==> config.mk <==
export PLATFORM = sky130hd
export DESIGN_NAME = priority_task_scheduler_flat
export DESIGN_NICKNAME = d
export VERILOG_FILES = /design/src/pts_pkg.sv /design/src/pts_if.sv /design/src/priority_task_scheduler.sv /design/src/flat_wrapper.sv
export SDC_FILE = /design/constraint.sdc
export NUM_CORES = 1
export LEC_CHECK = 0
export BUFFER_PORTS_ARGS = -buffer_cell sky130_fd_sc_hd__buf_2
export CAP_MARGIN = 20
export CORE_MARGIN = 4
export CORE_UTILIZATION = 40
export DETAILED_ROUTE_END_ITERATION = 10
export REMOVE_ABC_BUFFERS = 1
export SYNTH_ARGS = -nofsm -noshare
export SYNTH_HDL_FRONTEND = slang
export SYNTH_SLANG_ARGS = --single-unit
==> constraint.sdc <==
create_clock -name clk_i -period 4.3 [get_ports clk_i]
set_input_delay 0.86 -clock clk_i [delete_from_list [all_inputs] [get_ports clk_i]]
set_output_delay 0.86 -clock clk_i [all_outputs]
set_load 0.005 [all_outputs]
==> src/pts_pkg.sv <==
`default_nettype none

package pts_pkg;

  // Number of task slots in the table.
  localparam int unsigned TaskSlots = 8;
  // Slot index width and task count width (count reaches TaskSlots itself).
  localparam int unsigned IdxW = 3;
  localparam int unsigned CntW = 4;
  localparam int unsigned PrioW = 8;
  localparam int unsigned SleepW = 32;

  typedef logic [IdxW-1:0] idx_t;
  typedef logic [CntW-1:0] cnt_t;
  typedef logic [PrioW-1:0] prio_t;
  typedef logic [SleepW-1:0] sleep_t;

  typedef enum logic [1:0] {
    OpCreate   = 2'd0,
    OpDelay    = 2'd1,
    OpTick     = 2'd2,
    OpSchedule = 2'd3
  } op_e;

endpackage

`default_nettype wire

==> src/pts_if.sv <==
`default_nettype none

// Request channel: one scheduler operation per transfer.
interface pts_req_if;
  logic                 valid;
  logic                 ready;
  logic [1:0]           opcode;
  pts_pkg::prio_t       task_priority;
  pts_pkg::sleep_t      delay_ticks;

  modport source (output valid, opcode, task_priority, delay_ticks, input ready);
  modport sink   (input valid, opcode, task_priority, delay_ticks, output ready);
endinterface

// Response channel: one result per request.
interface pts_rsp_if;
  logic                 valid;
  logic                 ready;
  logic                 accepted;
  pts_pkg::idx_t        current_task;
  logic                 switch_request;
  pts_pkg::cnt_t        task_total;

  modport source (output valid, accepted, current_task, switch_request, task_total,
                  input ready);
  modport sink   (input valid, accepted, current_task, switch_request, task_total,
                  output ready);
endinterface

`default_nettype wire

==> src/priority_task_scheduler.sv <==
// Channel   Dir  Payload                                                  Width
// -------   ---  -------------------------------------------------------  -----
// in_i      in   opcode, task_priority, delay_ticks                       2+8+32
// out_o     out  accepted, current_task, switch_request, task_total       1+3+1+4
//
// Create and delay are settled in the cycle of the request transfer; the result is
// then loaded into the output register from the result state. Tick and schedule walk
// the slot table with one shared decrement/compare unit, one created slot per cycle,
// and then move to the result state. The request side is ready only while the
// sequencer is idle. A stalled output holds its result and the sequencer waits in its
// result state until the output register is free.
// Reset clears the sleep counters, the task count and the running index at once.
`default_nettype none

module priority_task_scheduler (
  input  wire logic   clk_i,
  input  wire logic   rst_ni,
  pts_req_if.sink     in_i,
  pts_rsp_if.source   out_o
);

  // One-hot sequencer: idle, tick walk, schedule walk, result hand-off.
  typedef enum logic [3:0] {
    StIdle   = 4'b0001,
    StTick   = 4'b0010,
    StSched  = 4'b0100,
    StResult = 4'b1000
  } state_e;

  state_e state_q, state_d;

  // Slot table. Priority and ready flags are only read for created slots, so
  // they carry no reset. Sleep counters reset to zero.
  pts_pkg::prio_t  prio_q  [pts_pkg::TaskSlots];
  logic            ready_q [pts_pkg::TaskSlots];
  pts_pkg::sleep_t sleep_q [pts_pkg::TaskSlots];

  pts_pkg::cnt_t   count_q, count_d;
  pts_pkg::idx_t   run_idx_q, run_idx_d;
  // Copy of the running task's priority, so the table is read at one index only.
  pts_pkg::prio_t  run_prio_q;

  // Walk state.
  pts_pkg::idx_t   idx_q, idx_d;
  logic            found_q;
  pts_pkg::idx_t   best_idx_q;
  pts_pkg::prio_t  best_prio_q;

  // Result being assembled.
  logic            acc_q;
  logic            sw_q;

  // Output register.
  logic            out_valid_q;
  logic            out_acc_q;
  pts_pkg::idx_t   out_task_q;
  logic            out_sw_q;
  pts_pkg::cnt_t   out_total_q;

  logic            in_xfer;
  pts_pkg::op_e    op;
  logic            has_task;
  logic            table_full;
  logic            create_ok;
  logic            delay_ok;
  pts_pkg::prio_t  cur_prio;
  pts_pkg::sleep_t cur_sleep;
  logic            last_slot;
  logic            wake;
  logic            take;
  logic            out_load;

  assign in_xfer    = in_i.valid && in_i.ready;
  assign op         = pts_pkg::op_e'(in_i.opcode);
  assign has_task   = (count_q != '0);
  assign table_full = (count_q >= pts_pkg::CntW'(pts_pkg::TaskSlots));
  assign create_ok  = in_xfer && (op == pts_pkg::OpCreate) && !table_full;
  assign delay_ok   = in_xfer && (op == pts_pkg::OpDelay) && has_task;

  // Shared walk unit: one slot per cycle.
  assign cur_prio  = prio_q[idx_q];
  assign cur_sleep = sleep_q[idx_q];
  assign last_slot = ((pts_pkg::CntW'(idx_q) + pts_pkg::CntW'(1)) == count_q);
  // A sleeping slot wakes when its counter steps from one to zero.
  assign wake      = (state_q == StTick) && (cur_sleep == pts_pkg::SleepW'(1));
  // Ties go to the higher slot, hence the greater-or-equal compare.
  assign take      = (state_q == StSched) && ready_q[idx_q] &&
                     (!found_q || (cur_prio >= best_prio_q));

  assign out_load  = (state_q == StResult) && (!out_valid_q || out_o.ready);

  assign in_i.ready = (state_q == StIdle);

  always_comb begin
    state_d   = state_q;
    idx_d     = idx_q;
    count_d   = count_q;
    run_idx_d = run_idx_q;
    unique case (state_q)
      StIdle: begin
        idx_d = '0;
        if (in_xfer) begin
          unique case (op)
            pts_pkg::OpCreate: begin
              state_d = StResult;
              if (create_ok) begin
                count_d = count_q + pts_pkg::CntW'(1);
                if (!has_task) begin
                  run_idx_d = '0;
                end
              end
            end
            pts_pkg::OpDelay: state_d = StResult;
            pts_pkg::OpTick: state_d = has_task ? StTick : StResult;
            pts_pkg::OpSchedule: state_d = has_task ? StSched : StResult;
            default: state_d = StResult;
          endcase
        end
      end
      StTick: begin
        idx_d = idx_q + pts_pkg::IdxW'(1);
        if (last_slot) begin
          state_d = StResult;
        end
      end
      StSched: begin
        idx_d = idx_q + pts_pkg::IdxW'(1);
        if (last_slot) begin
          state_d = StResult;
          if (take) begin
            run_idx_d = idx_q;
          end else if (found_q) begin
            run_idx_d = best_idx_q;
          end
        end
      end
      StResult: begin
        if (out_load) begin
          state_d = StIdle;
        end
      end
      default: state_d = StIdle;
    endcase
  end

  always_ff @(posedge clk_i or negedge rst_ni) begin
    if (!rst_ni) begin
      state_q     <= StIdle;
      idx_q       <= '0;
      count_q     <= '0;
      run_idx_q   <= '0;
      out_valid_q <= 1'b0;
    end else begin
      state_q   <= state_d;
      idx_q     <= idx_d;
      count_q   <= count_d;
      run_idx_q <= run_idx_d;
      if (out_load) begin
        out_valid_q <= 1'b1;
      end else if (out_o.ready) begin
        out_valid_q <= 1'b0;
      end
    end
  end

  // Sleep counters: written by delay at the running slot, stepped down by the walk.
  always_ff @(posedge clk_i or negedge rst_ni) begin
    if (!rst_ni) begin
      for (int i = 0; i < pts_pkg::TaskSlots; i++) begin
        sleep_q[i] <= '0;
      end
    end else if (delay_ok) begin
      sleep_q[run_idx_q] <= in_i.delay_ticks;
    end else if ((state_q == StTick) && (cur_sleep != '0)) begin
      sleep_q[idx_q] <= cur_sleep - pts_pkg::SleepW'(1);
    end
  end

  // Table contents and walk payload, no reset needed.
  always_ff @(posedge clk_i) begin
    if (create_ok) begin
      prio_q[count_q[pts_pkg::IdxW-1:0]]  <= in_i.task_priority;
      ready_q[count_q[pts_pkg::IdxW-1:0]] <= 1'b1;
      if (!has_task) begin
        run_prio_q <= in_i.task_priority;
      end
    end else if (delay_ok) begin
      ready_q[run_idx_q] <= 1'b0;
    end else if (wake) begin
      ready_q[idx_q] <= 1'b1;
    end

    if (in_xfer) begin
      found_q     <= 1'b0;
      best_idx_q  <= '0;
      best_prio_q <= '0;
      sw_q        <= delay_ok;
      unique case (op)
        pts_pkg::OpCreate: acc_q <= !table_full;
        pts_pkg::OpDelay:  acc_q <= has_task;
        default:           acc_q <= 1'b1;
      endcase
    end else begin
      if (take) begin
        found_q     <= 1'b1;
        best_idx_q  <= idx_q;
        best_prio_q <= cur_prio;
      end
      if (wake && (cur_prio > run_prio_q)) begin
        sw_q <= 1'b1;
      end
      if ((state_q == StSched) && last_slot) begin
        if (take) begin
          run_prio_q <= cur_prio;
        end else if (found_q) begin
          run_prio_q <= best_prio_q;
        end
      end
    end

    if (out_load) begin
      out_acc_q   <= acc_q;
      out_task_q  <= run_idx_q;
      out_sw_q    <= sw_q;
      out_total_q <= count_q;
    end
  end

  assign out_o.valid          = out_valid_q;
  assign out_o.accepted       = out_acc_q;
  assign out_o.current_task   = out_task_q;
  assign out_o.switch_request = out_sw_q;
  assign out_o.task_total     = out_total_q;

endmodule

`default_nettype wire

==> src/flat_wrapper.sv <==
// flat-port wrapper written by rule: the top's interface ports become plain ports
module priority_task_scheduler_flat 
  (clk_i, rst_ni, in_i_valid, in_i_opcode, in_i_task_priority, in_i_delay_ticks, in_i_ready, out_o_valid, out_o_accepted, out_o_current_task, out_o_switch_request, out_o_task_total, out_o_ready);
  pts_req_if in_i_i ();
  pts_rsp_if out_o_i ();
  input  wire logic clk_i;
  input  wire logic rst_ni;
  input wire logic [$bits(in_i_i.valid)-1:0] in_i_valid;
  input wire logic [$bits(in_i_i.opcode)-1:0] in_i_opcode;
  input wire logic [$bits(in_i_i.task_priority)-1:0] in_i_task_priority;
  input wire logic [$bits(in_i_i.delay_ticks)-1:0] in_i_delay_ticks;
  output wire logic [$bits(in_i_i.ready)-1:0] in_i_ready;
  output wire logic [$bits(out_o_i.valid)-1:0] out_o_valid;
  output wire logic [$bits(out_o_i.accepted)-1:0] out_o_accepted;
  output wire logic [$bits(out_o_i.current_task)-1:0] out_o_current_task;
  output wire logic [$bits(out_o_i.switch_request)-1:0] out_o_switch_request;
  output wire logic [$bits(out_o_i.task_total)-1:0] out_o_task_total;
  input wire logic [$bits(out_o_i.ready)-1:0] out_o_ready;
  assign in_i_i.valid = in_i_valid;
  assign in_i_i.opcode = in_i_opcode;
  assign in_i_i.task_priority = in_i_task_priority;
  assign in_i_i.delay_ticks = in_i_delay_ticks;
  assign in_i_ready = in_i_i.ready;
  assign out_o_valid = out_o_i.valid;
  assign out_o_accepted = out_o_i.accepted;
  assign out_o_current_task = out_o_i.current_task;
  assign out_o_switch_request = out_o_i.switch_request;
  assign out_o_task_total = out_o_i.task_total;
  assign out_o_i.ready = out_o_ready;
  priority_task_scheduler u_core (.clk_i(clk_i), .rst_ni(rst_ni), .in_i(in_i_i), .out_o(out_o_i));
endmodule
Word level (Yosys, flattened, before mapping)
Memory sizes are Yosys's and may differ from the RTL's.
Index checks and enable logic that the tools add are counted.

storage, ports and cells
  register bits after elaboration = 302
  latch bits = 0
  bits in writable memories = 72
  bits in read-only memories = 0
  bits of input ports = 46
  output and inout bits = 11
  word-level logic and storage cells = 142
  memories = 2

cells by class
  add/subtract/negate cells = 4
  multiply operators = 0
  divide/modulo/power cells = 0
  $lt $le $gt $ge = 7
  eq/ne operators = 17
  shift-type cells = 0
  multiplexer cells = 53
  bitwise logic cells = 2
  reductions and logical operators = 34

memory list
  memory          depth  bits a word  read ports  clocked after memory_dff  wr ports  line                           source
  u_core.prio_q   8      8            1           0                         1         priority_task_scheduler.sv:34  pts_pkg::prio_t prio_q [pts_pkg::TaskSlots];
  u_core.ready_q  8      1            1           0                         1         priority_task_scheduler.sv:35  logic ready_q [pts_pkg::TaskSlots];

operator list
  kind                     count
  $bwmux W256              2
  $mux W256                2
  $demux W32 S3            2
  $mux W32                 4
  $bmux W32 S3             1
  $mux W8                  6
  $eq A32 B1 Y1 const B    1
  $reduce_bool A32 Y1      1
  $sub A32 B1 Y32 const B  1
  $mux W3                  9
  $pmux W4 S3              2
  $mux W4                  5
  $mux W1                  17
  $logic_and A1 B1 Y1      14
  $ge A4 B4 Y1 const B     3
  $pmux W3 S2              2
  $reduce_bool A2 Y1       5
  $ge A8 B8 Y1             1
  $gt A8 B8 Y1             1
  $lt A4 B1 Y1 const B     2
  $ne A2 B2 Y1 const B     4
  $not A3 Y4               2
  $reduce_and A7 Y1        1
  $ne A2 B1 Y1 const B     3
  20 further kinds         26

Logic depth before layout (Yosys ltp)
Gate-level depths: netlist of the first run.

  depth in word-level cells = 12
  depth in mapped cells = 24
  mapped depth without buffers = 15

Worst setup path before layout of the first run
Ideal clock, no wire load.

  kind = flip-flop to flip-flop
  start = reg u_core.idx_q[1]
  end = reg u_core.run_prio_q[6]
  setup time = 0.131 ns
  data arrival time = 4.666 ns
  required time = 4.169 ns
  setup slack = -0.498 ns
  cell stages (with the launch flop) = 22
  path buffers = 9
  period minus slack after synthesis = 4.798 ns
  path through = dfrtp_1 > buf_2 > buf_2 > buf_2 > buf_2 > buf_2 > clkbuf_1 > buf_1 > mux2_2 > a221oi_1 > o21ai_0 > ha_1 > o21a_1 > o21a_1 > o31ai_1 > nand3b_1 > a31oi_1 > or2_2 > clkbuf_1 > clkbuf_1 > a31oi_1 > a2bb2oi_1

on the way
  word-level cells in the longest chain between the ends = 7
  elaborated cells on any way between the ends = 12
  those cells by class = add/sub: 1; order compare: 1; eq/ne: 1; mux: 3; reduce/logical: 4; memory: 2

ends and longest elaborated chain
  element                       line                            source
  start, declared               priority_task_scheduler.sv:44   pts_pkg::idx_t idx_q, idx_d;
  start signal, assigned        priority_task_scheduler.sv:155  idx_q <= idx_d;
  $mem_v2 Z8 W8 (*)             --
  named net u_core.cur_prio[6]  priority_task_scheduler.sv:66   pts_pkg::prio_t cur_prio;
  $ge A8 B8 Y1                  priority_task_scheduler.sv:88   (!found_q || (cur_prio >= best_prio_q));
  $logic_or A1 B1 Y1            priority_task_scheduler.sv:88
  $logic_and A1 B1 Y1           priority_task_scheduler.sv:87   assign take = (state_q == StSched) && ready_q[idx_q] &&
  $mux W8 (*)                   priority_task_scheduler.sv:213  if (take) begin
  $mux W8 (*)                   priority_task_scheduler.sv:212  if ((state_q == StSched) && last_slot) begin
  $mux W8 (*)                   priority_task_scheduler.sv:193  if (in_xfer) begin
  end signal, assigned          priority_task_scheduler.sv:185  run_prio_q <= in_i.task_priority;
  end signal, assigned          priority_task_scheduler.sv:214  run_prio_q <= cur_prio;
  end signal, assigned          priority_task_scheduler.sv:216  run_prio_q <= best_prio_q;
  end, declared                 priority_task_scheduler.sv:41   pts_pkg::prio_t run_prio_q;

Mark *: on every way through the listed nets, which the timed path passes. The rest lies on a longest branch.
A chain may end at the register's enable or synchronous reset.

Worst setup path after layout of the first run
  start = reg u_core.idx_q[1]
  end = reg u_core.run_prio_q[4]

on the way
  word-level cells in the longest chain between the ends = 7
  elaborated cells on any way between the ends = 12
  those cells by class = add/sub: 1; order compare: 1; eq/ne: 1; mux: 3; reduce/logical: 4; memory: 2

ends and longest elaborated chain
  element                       line
  $mem_v2 Z8 W8                 --
  named net u_core.cur_prio[1]  priority_task_scheduler.sv:66
  $ge A8 B8 Y1                  priority_task_scheduler.sv:88
  $logic_or A1 B1 Y1            priority_task_scheduler.sv:88
  $logic_and A1 B1 Y1           priority_task_scheduler.sv:87
  $mux W8                       priority_task_scheduler.sv:213
  $mux W8                       priority_task_scheduler.sv:212
  $mux W8                       priority_task_scheduler.sv:193

The timed path passes the listed nets, and every way through them passes these cells.

==> out/qor.yml, run 1 <==
clock_latency_ns: 0.58
setup_viol: 0
fmax_mhz: 251
crit_type: "flip-flop to flip-flop"
antenna_cells: 0
p_seq_share_pct: 35.5
synth_common_cells: "dfrtp_1, nor2_1, nand2_1"
syn_to_final_growth_pct: 17.2
clock_skew_ns: 0.0195
yosysTopAreaCell: "dfrtp_1"
syn_inst: 1854
synth_area_leaders: "dfrtp_1, edfxtp_1, a221o_1"
synth_top_cell_area_share_pct: 33.7
yosys_warnings: 0
ys_async_sr_fraction_pct: 72.5
drc: 0
yosysUniqueCellTypes: 87
leakagePower_nw: 9.81
synthFlopType: "dfrtp_1"
clockBufferDepth: 3
ff2ff_path_depth: 12
ys_seq_elements: 374
placedInstanceArea_mm2: 0.0220
dp_hpwl_um: 45400
grt_pass1_vias: 16812
die_width_um: 232
timing.rr.start: "u_core.idx_q[1]"
crit_path_max_fanout: 17
status: "finished clean"
rsz0062_at_grt: "no"
cts_sinks: 374
antenna_found_initial: 1
grt_pass1_wl_um: 106000
synth_area_mm2: 0.0200
final_max_slew_viol_count: 0
critPathCaptureType: "flip-flop"
ant_nets: 0
tightest_slew_ns: 1.08
yosysMostFrequentCell: "dfrtp_1"
htreeDepth: 2
drt_first_pass_iters: 5
arrival_ns: 4.45
synth_area_per_cell_um2: 10.8
nets: 2021
num_vias: 16840
synth_seq_area_share_pct: 48.3
crit_start: "u_core.idx_q[1]"
core_mm2: 0.0493
total_power_w: 0.0140
start_kind: "flip-flop"
grt_max_degree: 95
r2r-end: "u_core.run_prio_q[4]"
crit_end: "u_core.run_prio_q[4]"
grt_usage_pct: 25.6
r2r_slack_ns: 0.31
p_comb_share_pct: 38.0
drt_iter0_markers: 1776
initial_core_util_pct: 40.7
hold_violations: 0
synth_edf_count: 83
final.setup.tns_ns: 0
crit_required_ns: 4.76
cts_tree: "yes"
portBuffers: 56
rows: 81
peakVddDrop_v: 0.000335
hold_path.class: "input port to async pin"
pwr-share-clk_pct: 26.5
drt_wl_total_um: 70100
drv_cap: 0
period_share_pct: 92.8
final.min_clock_period_ns: 3.99
drive_above_1_share_pct: 21.3
cts.repair.resized: 0
wl_per_cell_um: 26.4
cts-root-buf: "clkbuf_16"
gp_congestion: 0.944
grt_overflow: 0
pre_cts_slack_ns: 0.135
stdcell_area_mm2: 0.0235
p_int_w: 0.00885
dieArea_mm2: 0.0537
io_pins: 57
clkSlewWorstSetupHoldPaths_ns: 0.06
viasPerCell: 6.35
cts_inserted_buffers: 44
p_switching_w: 0.00519
timing.hold.ws_ns: 0.297
slew_headroom_pct: 27.4
finalWorstSetupSlack_ns: 0.308
swShare_pct: 37.0
power_density_mw_per_mm2: 598
die_h_um: 232
-- power by group through the flow --
stage | Sequential [W] | Clock, W | Combinational (W)
final | 0.00499 | 0.00372 | 0.00534
after global routing | 0.00505 | 0.00394 | 0.00578
after CTS | 0.00497 | 0.00378 | 0.00522
after detailed placement | 0.00501 | 0 | 0.00520
after global placement | 0.00500 | 0 | 0.00510
after floorplan | 0.00488 | 0 | 0.00315
-- worst min path at each step --
stage / start / endpoint / slack, ns
final: rst_ni / u_core.sleep_q[180] / 0.30
after global routing: rst_ni / u_core.sleep_q[180] / 0.37
after CTS: rst_ni / u_core.sleep_q[28] / 0.34
after detailed placement: u_core.acc_q / u_core.out_o.accepted / 0.41
after global placement: u_core.acc_q / u_core.out_o.accepted / 0.43
after floorplan: u_core.acc_q / u_core.out_o.accepted / 0.40
-- stage by stage --
step / instances / utilization (%)
after global routing: 2652 / 47.7
after detailed placement: 2568 / 44.6
final: 2652 / 47.7
after CTS: 2648 / 47.5
after global placement: 2568 / 44.6
after floorplan: 1688 / -
-- cell type report --
class | instances | area (um2)
well taps | 664 | 831
clock inverters | 19 | 155
flip-flops and latches | 374 | 9680
fillers | 4501 | 25800
multi-input cells | 1284 | 9560
repair buffers | 220 | 1870
clock buffers | 61 | 1270
inverters | 30 | 113
-- sequential cells by signal, indices dropped and copies added (netlist names), 4 cells and up --
register and cells:
u_core.count_q 4, u_core.out_o.task_total 4, u_core.ready_q 8, u_core.prio_q 64, u_core.state_q 4, u_core.run_prio_q 8
u_core.best_prio_q 8, u_core.sleep_q 256
-- critical path, stage by stage (launching register included) --
cell and delay, ns:
dfrtp_4 0.63, nor2_1 0.56, buf_4 0.29, a22oi_1 0.08, o21ai_0 0.50, ha_1 0.34
a21o_1 0.15, a21o_1 0.17, a21o_1 0.17, a31oi_1 0.32, or2_2 0.36, a31oi_1 0.15
a2bb2oi_1 0.16
-- metal layers --
layer  global-route usage, %  part of all wire (%)
met3                    6.40                   9.6
met4                    9.99                   4.1
met1                    34.3                    41
met2                    40.1                    45
met5                       0                 0.011
-- cells by family (layout without fill, tap and decap cells) --
logic type / after synthesis / count (layout) / share of synthesized area [%]
mux: 152 / 152 / 11.3
buf+inv: 196 / 330 / 4.57
flops: 374 / 374 / 48.3
xor+xnor: 24 / 24 / 1.05
compound gates: 460 / 460 / 18.3
fa+ha+maj: 21 / 21 / 1.31
simple gates: 627 / 627 / 15.2
-- repair_timing --
action	4_1_cts	5_1_grt
buffers inserted	0	3
setup endpoints to repair	0	13
hold buffers	0	0
hold endpoints to repair	0	0
-- placed cells by master (no fill, tap or decap), drive strengths merged, types with 20 or more instances in the layout --
master	netlist	routed
dfrtp	270	270
buf	76	220
nor2	195	195
nand2	151	151
a221o	148	148
edfxtp	83	83
nand3	77	77
o21ai	69	69
clkbuf	90	61
o211ai	58	58
mux2i	53	53
mux4	51	51
mux2	48	48
nor3	44	44
a21oi	37	37
and2	34	34
inv	30	32
and3	23	23
a2bb2oi	22	22
ha	21	21
dfxtp	20	20
Note: power is estimated with default switching activity, not from simulation.
==> inputs of run 2 (changes only) <==
clock period = 3.7 ns   (was 4.3 ns; I/O delays follow)
==> run 2 against run 1 <==
The run now ends with setup timing left; clock-buffer cell count is 9 lower; worst hold slack worse by 0.12 ns; combinational power is 37% higher; critical endpoint is now u_core.sleep_q[96]; largest power group unchanged; first-iteration DRC count is 15% higher.
==> out/qor.yml, run 2 (synthesized netlist as in run 1, its figures left out) <==
initial_core_util_pct: 40.7
nets: 2154
crit_type: "flip-flop to flip-flop"
r2r_slack_ns: -0.03
cp_slowest_cell: "or4_4"
dp_hpwl_um: 46600
drt_wl_total_um: 74100
die_width_um: 232
rsz0062_at_grt: "yes"
fill_cells: 4386
largest_reg_flops: 256
syn_to_final_growth_pct: 25.1
crit_path_max_fanout: 8
clock_latency_ns: 0.59
top_register: "u_core.sleep_q"
crit_required_ns: 4.15
drt_iter0_markers: 2037
hold_path.class: "input port to async pin"
violations: "setup timing"
max_stage_delay_ns: 0.57
htreeDepth: 2
rows: 81
final_max_slew_viol_count: 0
hold_violations: 0
clock_skew_ns: 0.0434
core_mm2: 0.0493
dp.cells: 2661
layout_commonest_cell: "dfrtp_1"
stdcell_area_mm2: 0.0251
wl_per_cell_um: 26.6
tightest_slew_ns: 0.899
grt_pass1_wl_um: 108000
antenna_found_initial: 1
grt_max_degree: 97
viasPerCell: 6.35
power_density_mw_per_mm2: 689
period_share_pct: 101
cts-root-buf: "clkbuf_16"
total_power_w: 0.0173
drt_first_pass_iters: 6
grt_pass1_vias: 17263
grt_overflow: 0
dieArea_mm2: 0.0537
die_h_um: 232
antenna_cells: 0
slew_headroom_pct: 40.0
leakagePower_nw: 10.6
setup_viol: 12
grt_usage_pct: 26.1
finalWorstSetupSlack_ns: -0.0323
instances_no_fill: 2783
fmax_mhz: 268
utilization_pct: 50.9
start_kind: "flip-flop"
portBuffers: 56
final_cell_mix: "dfrtp_1, buf_4, nor2_1"
final.min_clock_period_ns: 3.73
critPathTopFamily: "simple AND/OR/NAND/NOR gates"
peakVddDrop_v: 0.000382
io_pins: 57
path_buf_inv: 5
seq_area_mm2: 0.00968
cts_tree: "yes"
placedInstanceArea_mm2: 0.0229
critPathCaptureType: "flip-flop"
multi_input_area_mm2: 0.00978
cts_inserted_buffers: 43
num_vias: 17670
drc: 0
arrival_ns: 4.18
gp_congestion: 0.947
cp_cell_sequence: "buf_12 -> buf_6 -> mux4_2 -> mux2i_4 -> and4bb_2 -> nand3_2 -> or4_4 -> buf_6 -> o211ai_1 -> buf_4 -> buf_12 -> nor2_1 -> a221o_1"
final.setup.tns_ns: -0.173
drv_cap: 0
cts_sinks: 374
clkSlewWorstSetupHoldPaths_ns: 0.07
status: "finished, violations left"
clockBufferDepth: 3
drive_above_1_share_pct: 28.6
ant_nets: 0
[run 2: changes by cell type in the layout (fill, tap and decap cells not counted), moves of 4 or more]
cell       previous run  this run
buf_6                 0        14
buf_4               136       232
mux2i_2               0         5
and2_4                0         4
mux2i_1              53        45
clkbuf_1              8         2
nand3_1              75        70
nand3_2               2         7
clkinv_2              7        15
nor2_1              190       185
clkbuf_16            45        53
buf_12               26        40
[run 2: area by class of cell]
| cell class | instances | area share (%) |
|---|---|---|
| Sequential cell | 374 | 38.6 |
| Clock buffer | 52 | 4.71 |
| Clock inverter | 25 | 0.749 |
| Inverter | 30 | 0.464 |
| Timing Repair Buffer | 354 | 13.1 |
| Tap cell | 664 | 3.31 |
| Multi-Input combinational cell | 1284 | 39.0 |
[run 2: repair_timing]
item                       4_1_cts  5_1_grt
pin swaps                        3       28
gates cloned                     0       10
hold buffers                     0        0
setup endpoints to repair      180      272
resized for setup               15       70
buffers inserted                 8       28
[run 2: where the power goes]
part	total (W)	internal (W)	switching, W
clock	0.00424	0.00241	0.00183
sequential	0.00575	0.00511	0.000640
combinational	0.00729	0.00334	0.00395
total	0.0173	0.0109	0.00641
[run 2: routing by layer]
metal	wire, um	global-route usage [%]	vias up	share of wire (%)
met2	34100	41.5	974	46
met3	6740	5.07	199	9.1
li1	-	-	7525	-
met1	30400	35.4	8968	41
met4	2830	10.1	4	3.8
met5	59	0	-	0.080
[run 2: worst paths after layout]
| kind | startpoint | endpoint | cells after the start |
|---|---|---|---|
| max | u_core.idx_q[0] | u_core.sleep_q[96] | 13 |
| min | rst_ni | u_core.sleep_q[180] | 1 |
| max reg2reg | u_core.idx_q[0] | u_core.sleep_q[96] | 13 |
| min reg2reg | u_core.acc_q | u_core.out_o.accepted | 0 |
| max in group asynchronous | rst_ni | u_core.sleep_q[71] | 2 |
| min in group clk_i | u_core.acc_q | u_core.out_o.accepted | 0 |
[run 2: metrics by stage]
stage / setup slack (ns) / hold WS, ns
3_5_place_dp: -0.165 / 0.429
5_1_grt: -0.0833 / 0.237
4_1_cts: -0.000613 / 0.247
6_report: -0.0323 / 0.181
3_3_place_gp: -0.137 / 0.434
2_1_floorplan: -3.94 / 0.400
==> inputs of run 3 (changes only) <==
PLACE_DENSITY = 0.51   (was unset)
==> run 3 against run 2 <==
The run still ends with setup timing left; register-to-register slack lost 0.09 ns; total power grew 3.3%; critical endpoint is now u_core.sleep_q[215]; cell count grew 0.68%.
==> out/qor.yml, run 3 (synthesized netlist as in run 1, its figures left out) <==
final.setup.tns_ns: -2.03
clock_latency_ns: 0.58
drt_iter0_markers: 1790
dp.cells: 2682
final_cell_mix: "dfrtp_1, buf_4, nor2_1"
antenna_found_initial: 2
htreeDepth: 2
cts_tree: "yes"
wl_met3_um: 6590
grt_pass1_vias: 17305
cts_inserted_buffers: 45
largest_reg_flops: 256
top_register: "u_core.sleep_q"
drt_wl_total_um: 76500
leakagePower_nw: 10.8
dieArea_mm2: 0.0537
fmax_mhz: 261
status: "finished, violations left"
rsz0062_at_grt: "yes"
crit_type: "flip-flop to flip-flop"
timing.hold.ws_ns: 0.233
hold_violations: 0
clkSlewWorstSetupHoldPaths_ns: 0.06
ff2ff_path_depth: 13
r2r_slack_ns: -0.13
die_width_um: 232
io_pins: 57
setup_viol: 64
nets: 2170
clock_skew_ns: 0.0103
cts-root-buf: "clkbuf_16"
period_share_pct: 103
grt_max_degree: 100
drt_first_pass_iters: 6
syn_to_final_growth_pct: 26.6
die_h_um: 232
cp_slowest_cell: "or4_4"
critPathCaptureType: "flip-flop"
portBuffers: 56
grt_pass1_wl_um: 112000
ant_nets: 0
cp_cell_sequence: "buf_6 -> buf_12 -> buf_12 -> mux4_2 -> mux2i_2 -> ha_2 -> o21ai_2 -> or4_4 -> buf_4 -> o21ai_2 -> buf_4 -> nor2_1 -> a221o_1"
drc: 0
hold_path.class: "input port to async pin"
cts_sinks: 374
grt_usage_pct: 27.5
clockBufferDepth: 3
route.met2.wl_um: 35200
num_vias: 17445
layout_commonest_cell: "dfrtp_1"
viasPerCell: 6.23
rows: 81
peakVddDrop_v: 0.000366
arrival_ns: 4.28
power_density_mw_per_mm2: 704
slew_headroom_pct: 26.4
initial_core_util_pct: 40.7
core_mm2: 0.0493
drive_above_1_share_pct: 28.6
final.min_clock_period_ns: 3.83
finalWorstSetupSlack_ns: -0.126
crit_required_ns: 4.16
highest_layer: "met5"
drt-met1-wl_um: 32000
gp_congestion: 0.925
grt_overflow: 0
final_max_slew_viol_count: 0
violations: "setup timing"
fill_cells: 4440
wl_per_cell_um: 27.3
crit_path_max_fanout: 10
antenna_cells: 0
tightest_slew_ns: 1.10
max_stage_delay_ns: 0.66
r2r-end: "u_core.sleep_q[215]"
instances_no_fill: 2802
timing.rr.start: "u_core.idx_q[0]"
start_kind: "flip-flop"
drv_cap: 0
dp_hpwl_um: 48700
run 3: cell count changes in the layout (fill, tap and decap cells not counted), moves of 4 or more:
| cell | previous run | this run |
|---|---|---|
| nand3_2 | 7 | 3 |
| buf_4 | 232 | 243 |
| buf_12 | 40 | 44 |
| clkbuf_1 | 2 | 9 |
| nand3_1 | 70 | 74 |
| clkinv_2 | 15 | 4 |
| bufinv_16 | 2 | 8 |
run 3: worst max path at each step:
stage | to | from | slack, ns
finish | u_core.sleep_q[215] | u_core.idx_q[0] | -0.13
CTS | u_core.sleep_q[22] | u_core.idx_q[0] | -0.02
global route | u_core.run_idx_q[0] | u_core.idx_q[0] | -0.18
detailed placement | u_core.sleep_q[116] | u_core.idx_q[0] | -0.28
floorplan | u_core.sleep_q[224] | u_core.count_q[1] | -3.94
global placement | u_core.sleep_q[95] | u_core.idx_q[0] | -0.26
run 3: final cells by class:
type	count	area (um2)	share of cell area [%]
clock inverter	22	314	1.24
tap	664	831	3.27
timing repair buffer	368	3370	13.3
clock buffer	60	1260	4.99
multi-input combinational	1284	9800	38.6
sequential	374	9680	38.2
inverter	30	113	0.444
run 3: critical path, delay by kind of cell, from the launching register on:
kind | cells | cell delay [ns]
AND/OR/NAND/NOR | 2 | 0.81
adder cells (fa/ha/maj) | 1 | 0.23
buffers and inverters | 5 | 0.77
AO/OA/AOI/OAI | 3 | 0.67
multiplexers | 2 | 0.74
flip-flops | 1 | 0.47
run 3: power breakdown:
group | internal [W] | total [W] | leakage, nW | switching (W)
clock | 0.00295 | 0.00477 | 0.762 | 0.00182
combinational | 0.00332 | 0.00738 | 5.43 | 0.00406
sequential | 0.00511 | 0.00569 | 4.57 | 0.000580
total | 0.0114 | 0.0179 | 10.8 | 0.00647
run 3: timing repair:
item / 4_1_cts / 5_1_grt
gates cloned: 0 / 7
setup buffers: 13 / 19
hold endpoints to repair: 0 / 0
pin swaps: 5 / 14
hold buffers: 0 / 0
setup endpoints to repair: 279 / 273
resized for setup: 17 / 68
run 3: per-layer routing:
metal | global-route usage, % | up-vias
li1 | - | 7570
met1 | 38.1 | 8805
met2 | 43.9 | 882
met3 | 5.09 | 184
met4 | 9.17 | 4
met5 | 0 | -
run 3: metrics by stage:
stage	total power, W	util, %	worst slack, ns	cell area (um2)
after detailed placement	0.0125	46.7	-0.284	23000
after global routing	0.0187	51.5	-0.180	25400
final	0.0179	51.5	-0.126	25400
after global placement	0.0125	46.7	-0.258	23000
after floorplan	0.00934	-	-3.94	19200
after CTS	0.0175	50.3	-0.0168	24800
